$ cat config.mk
export PLATFORM = sky130hd
export DESIGN_NAME = dwlfo_div
export DESIGN_NICKNAME = d
export VERILOG_FILES = /design/src/hdl/dwlfo_pkg.sv /design/src/hdl/dwlfo_div.sv
export SDC_FILE = /design/constraint.sdc
export NUM_CORES = 1
export LEC_CHECK = 0
export BUFFER_PORTS_ARGS = -buffer_cell sky130_fd_sc_hd__buf_2
export CORE_UTILIZATION = 32
export DETAILED_ROUTE_END_ITERATION = 10
export SLEW_MARGIN = 20
export SYNTH_ARGS = -nofsm -noshare
export SYNTH_HDL_FRONTEND = slang
export SYNTH_SLANG_ARGS = --single-unit
$ cat constraint.sdc
create_clock -name clk -period 2.7 [get_ports clk]
set_input_delay 0.27 -clock clk [delete_from_list [all_inputs] [get_ports clk]]
set_output_delay 0.27 -clock clk [all_outputs]
set_load 0.02 [all_outputs]
$ cat src/hdl/dwlfo_pkg.sv
package dwlfo_pkg;

  typedef enum logic [1:0] {
    CMD_TICK   = 2'd0,
    CMD_DRAW   = 2'd1,
    CMD_SMOOTH = 2'd2,
    CMD_SINE   = 2'd3
  } cmd_t;

  typedef enum logic [1:0] {
    CFG_INTERPOLATE = 2'd0,
    CFG_LEVEL       = 2'd1,
    CFG_OFFSET      = 2'd2
  } cfg_index_t;

  localparam int DIV_W = 16;

  localparam logic [63:0] Q30_ONE     = 64'd1073741824;
  localparam logic [63:0] HALF_PI_Q30 = 64'd1686629713;
  localparam int          Q15_MAX     = 32767;
  // 2^20 / 5 rounded up; exact floor(m / 5) for m below 2^18
  localparam logic [17:0] RECIP5      = 18'd209716;

  typedef struct packed {
    logic             start;
    logic [DIV_W-1:0] dividend;
    logic [DIV_W-1:0] divisor;
  } div_req_t;

  typedef struct packed {
    logic             done;
    logic [DIV_W-1:0] quotient;
    logic [DIV_W-1:0] remainder;
  } div_res_t;

endpackage

$ cat src/hdl/dwlfo_div.sv
module dwlfo_div (
  input  logic                clk,
  input  logic                rst,
  input  dwlfo_pkg::div_req_t req,
  output dwlfo_pkg::div_res_t res
);

  localparam int DW = dwlfo_pkg::DIV_W;
  localparam int NW = $clog2(DW + 1);

  logic          busy;
  logic          done;
  logic [NW-1:0] cnt;
  logic [DW-1:0] quo;
  logic [DW-1:0] rem;
  logic [DW-1:0] dv;
  logic [DW:0]   trial;
  logic          fits;

  // one quotient bit per cycle, restoring
  always_comb begin
    trial = {rem, quo[DW-1]};
    fits  = trial >= {1'b0, dv};
  end

  always_ff @(posedge clk) begin
    if (rst) begin
      busy <= 1'b0;
      done <= 1'b0;
      cnt  <= '0;
    end else begin
      done <= 1'b0;
      if (req.start) begin
        busy <= 1'b1;
        cnt  <= NW'(DW);
        rem  <= '0;
        quo  <= req.dividend;
        dv   <= req.divisor;
      end else if (busy) begin
        rem <= fits ? DW'(trial - {1'b0, dv}) : trial[DW-1:0];
        quo <= {quo[DW-2:0], fits};
        cnt <= cnt - NW'(1);
        if (cnt == NW'(1)) begin
          busy <= 1'b0;
          done <= 1'b1;
        end
      end
    end
  end

  assign res.done      = done;
  assign res.quotient  = quo;
  assign res.remainder = rem;

endmodule

Word-level counts from Yosys, hierarchy flattened
Cells that the tools add are included.
- add/sub/neg operators: 2
- magnitude comparators: 1
- eq/ne operators: 1
- mux-type cells: 10
- bitwise operators: 2
- reductions and logical operators: 5
- operators with widths (cell ; count):
    $mux 16 ; 4
    $ge 17x16->1 ; 1
    $sub 16x16->16 ; 1
    $mux 5 ; 2
    $eq 5x1->1 const B ; 1
    $sub 5x1->5 const B ; 1
    $mux 1 ; 4
    $reduce_and 2->1 ; 2
    $reduce_or 3->1 ; 1
    $not 1->1 ; 2
    $reduce_bool 2->1 ; 1
    $reduce_or 2->1 ; 1
- register bits: 55
- input bits: 35
- output and inout bits: 33
- logic and storage cells: 28

Depth between registers and ports, before layout
- depth in word-level cells: 4
- mapped depth: 10
- gate-level depth less buffers: 9

Worst setup path after synthesis
OpenSTA, ideal clock, no wires.
- path type: input-to-reg
- from: in req[32] (netlist name)
- to: reg quo[0] (enable)
- data arrival time: 2266 ps
- data required time: 2279 ps
- path slack: 13 ps
- stages on the path: 4
- path buffers: 2
- path through: clkbuf_1 clkbuf_1 nor2_1 nor2_1
- cells in the longest elaborated chain, start to end: 2
- RTL lines (what ; line ; RTL):
    start: declaration ; dwlfo_div.sv:4 ; input dwlfo_pkg::div_req_t req,
    $reduce_bool 2->1 (no line) ; n/a ;
    $reduce_and 2->1 (no line) ; n/a ;
    end signal: assignment ; dwlfo_div.sv:37 ; quo <= req.dividend;
    end signal: assignment ; dwlfo_div.sv:41 ; quo <= {quo[DW-2:0], fits};
    end: declaration ; dwlfo_div.sv:14 ; logic [DW-1:0] quo;
Every way passes these cells.
A chain may end at the register's enable or synchronous reset.

Final worst setup path
- from: reg rem[6]
- to: reg rem[12], data pin
- cells in the longest elaborated chain, start to end: 3
- elaborated cells on any way between the ends: 4
- classes of those cells: 1 x add/sub; 1 x order compare; 2 x mux
- RTL lines (what ; line ; RTL):
    start: declaration ; dwlfo_div.sv:15 ; logic [DW-1:0] rem;
    start signal: assignment ; dwlfo_div.sv:40 ; rem <= fits ? DW'(trial - {1'b0, dv}) : trial[DW-1:0];
    $sub 16x16->16 or $ge 17x16->1 (tied branches) ; dwlfo_div.sv:40, dwlfo_div.sv:23 ;
    $mux 16 * ; dwlfo_div.sv:40 ;
    $mux 16 * ; dwlfo_div.sv:39 ; end else if (busy) begin
Every way passes the cells marked *; elsewhere a longest branch is shown, timed or not. The select of a mux whose other input is x is not followed.

==> metrics.txt <==
Final Max Slew Viols 0; port bufs 67; CP endpoint kind flop; slew margin rel. 65.5%; Die Wd a little over 100 µm; Core Area 0.00977 mm²; mean routed wirelength per cell 15.5 µm; post-DP HPWL 5430 µm; syn_nets 340; Clk pin slew, worst setup/hold paths 110 ps; io pins 68; status complete, no violations; GRT Resource Usage Total 15.3%; share of synthesized registers carrying an async set or reset 0%; Max VDD drop 259 µV; final setup fails 0; post-synthesis instance total 286; Worst R2R End rem[12]$_SDFFCE_PP0P_; Reg2Reg Depth 7; Critical Path RT 2770 ps; Pwr per Cell Area 591 mW/mm²; Routed WL 7570 µm; H-tree depth 2; Layout area overhead 18.0%; post-route ant nets 0; DR vias 2493; clock latency at the later pin of the worst-skew pair 320 ps; commonest non-fill, non-tap cells in the layout buf_2 (67), edfxtp_1 (48), inv_1 (20), a21oi_1 (19), ha_1 (17); diode count 0; kind of critical path reg -> reg; Avg Synthesized Cell Area between 10 and 15 µm²; Hold Path Class in -> reg; Finished Core Util 39.1%; Arrival @ worst endpoint 2580 ps; grt ovf 0; Post-synth EDFFs 48; minimum clock period after layout between 2000 and 3000 ps; Layout Skew between 7 and 8 ps; Synth cell types 62; Max Cap Viol 0; CTS Buffer Depth 2; layout cell share with drive strength beyond 1 32.5%; part of the cycle the worst path needs 92.9%; Most used DFF post-synth edfxtp_1; worst slew pin tran 517 ps; register area share after synthesis between 40% and 50%; DRT iter0 DRCs 140; CTS root buffer clkbuf_8; Crit Reg-Reg Startpoint rem[6]$_SDFFCE_PP0P_; largest net degree at the start of global routing 33; CP Capture Point rem[12]$_SDFFCE_PP0P_; Max Fclk 399 MHz; initial antenna violation count 0; global-route wire length before repair 12300 µm; CP Launch Type flop; hold_buf cts 0; mapped cell area 0.00324 mm²; cts bufs inserted 5; Die Footprint 0.0105 mm²; most common cell after layout, fill and taps aside buf_2; Synth Register Bits 55; Final Hold Fails 0; vias in the first global route around 2.5k; setup TNS 0 ps; Worst Setup SP rem[6]$_SDFFCE_PP0P_; via density per instance around 5; yosys warns 0; TritonCTS clock tree yes; Cell Rows 36; Starting Density 33.2%; unrepaired setup endpoints after global routing false; CTS resizes 0; detailed-route DRC error count 0; die height 103 µm; worst reg2reg setup slack 190 ps; # fillers 993; # Post-CTS Setup Buffers 0; number of nets in the layout 410; CTS Sinks 55; first drt pass iteration count 4; gpl congestion 0.901; Pleak 1.55 nW; worst-path fanout max 13
## state kept, by name, indices dropped and copies added (netlist names)
signal and cells:
quo 16, done 1, busy 1, cnt 5
rem 16, dv 16
## synthesized netlist by cell type (all sizes together), types with 6 or more instances
master,n,area [µm²]
inv,21,78.8
edfxtp,48,1440
buf,6,56.3
dfxtp,7,140
mux2,16,184
ha,18,225
nand3,13,70.1
o22ai,6,37.5
a211oi,6,55.1
nor3,11,60.1
a21oi,21,120
xnor2,7,61.3
clkbuf,6,22.5
nand2,10,40.0
o21ai,13,65.1
nor2,14,52.6
## metal layers
layer  GRT usage, %  vias to the layer above  wire (µm)
li1               -                     1218          -
met1           19.5                     1187       3340
met2           25.8                       80       3630
met3           3.53                        8        483
met4           4.51                        0        120
met5              0                        -          0
## cells by family after synthesis
kind of cell | Yosys count | share of synthesized area, %
compound gates | 77 | 17.1
xor+xnor | 12 | 3.24
fa+ha+maj | 19 | 7.57
buf+inv | 34 | 4.98
flops | 55 | 48.8
mux | 19 | 6.60
simple gates | 70 | 11.7
## power breakdown
part           switching (mW)  leakage, nW  total (mW)  internal, mW
registers              0.0428        0.517        1.05          1.01
logic                   0.407        0.979       0.694         0.287
clock network           0.318       0.0510       0.512         0.194
## per-stage QoR
| step | worst slack, ps | cell area (µm²) | hold slack (ps) | total power, mW | instances |
|---|---|---|---|---|---|
| 2_1_floorplan | 13.3 | 3240 | 369 | 1.58 | 286 |
| 3_3_place_gp | 184 | 3730 | 449 | 1.75 | 482 |
| 3_5_place_dp | 111 | 3730 | 448 | 1.76 | 482 |
| 4_1_cts | 73.2 | 3820 | 113 | 2.28 | 490 |
| 5_1_grt | 57.3 | 3820 | 104 | 2.38 | 490 |
| 6_report | 192 | 3820 | 118 | 2.26 | 490 |
## cell type report
| type | instances | area, µm² | area share, % |
|---|---|---|---|
| Inverter | 22 | 82.6 | 2.16 |
| Tap cell | 133 | 166 | 4.35 |
| Sequential cell | 55 | 1580 | 41.3 |
| Multi-Input combinational cell | 197 | 1500 | 39.3 |
| Timing Repair Buffer | 75 | 395 | 10.3 |
| Clock buffer | 5 | 68.8 | 1.80 |
| Clock inverter | 3 | 26.3 | 0.687 |
## worst min-delay path by stage
stage / from / endpoint / slack, ps / depth (start not counted)
final: req[4] / dv[4]$_DFFE_PP_ / 120 / 1
after global routing: req[2] / dv[2]$_DFFE_PP_ / 100 / 1
after CTS: req[4] / dv[4]$_DFFE_PP_ / 110 / 1
after detailed placement: req[2] / dv[2]$_DFFE_PP_ / 450 / 1
after global placement: req[4] / dv[4]$_DFFE_PP_ / 450 / 1
after floorplan: req[0] / dv[0]$_DFFE_PP_ / 370 / 0
## worst max-delay path, stage by stage, from the launching register on
cell	delay, ps
edfxtp_1	460
ha_1	430
inv_2	120
o21ai_1	120
a31o_1	290
o31a_2	470
o21ai_1	240
o22ai_1	120
Power figures use the tool's default switching activity.
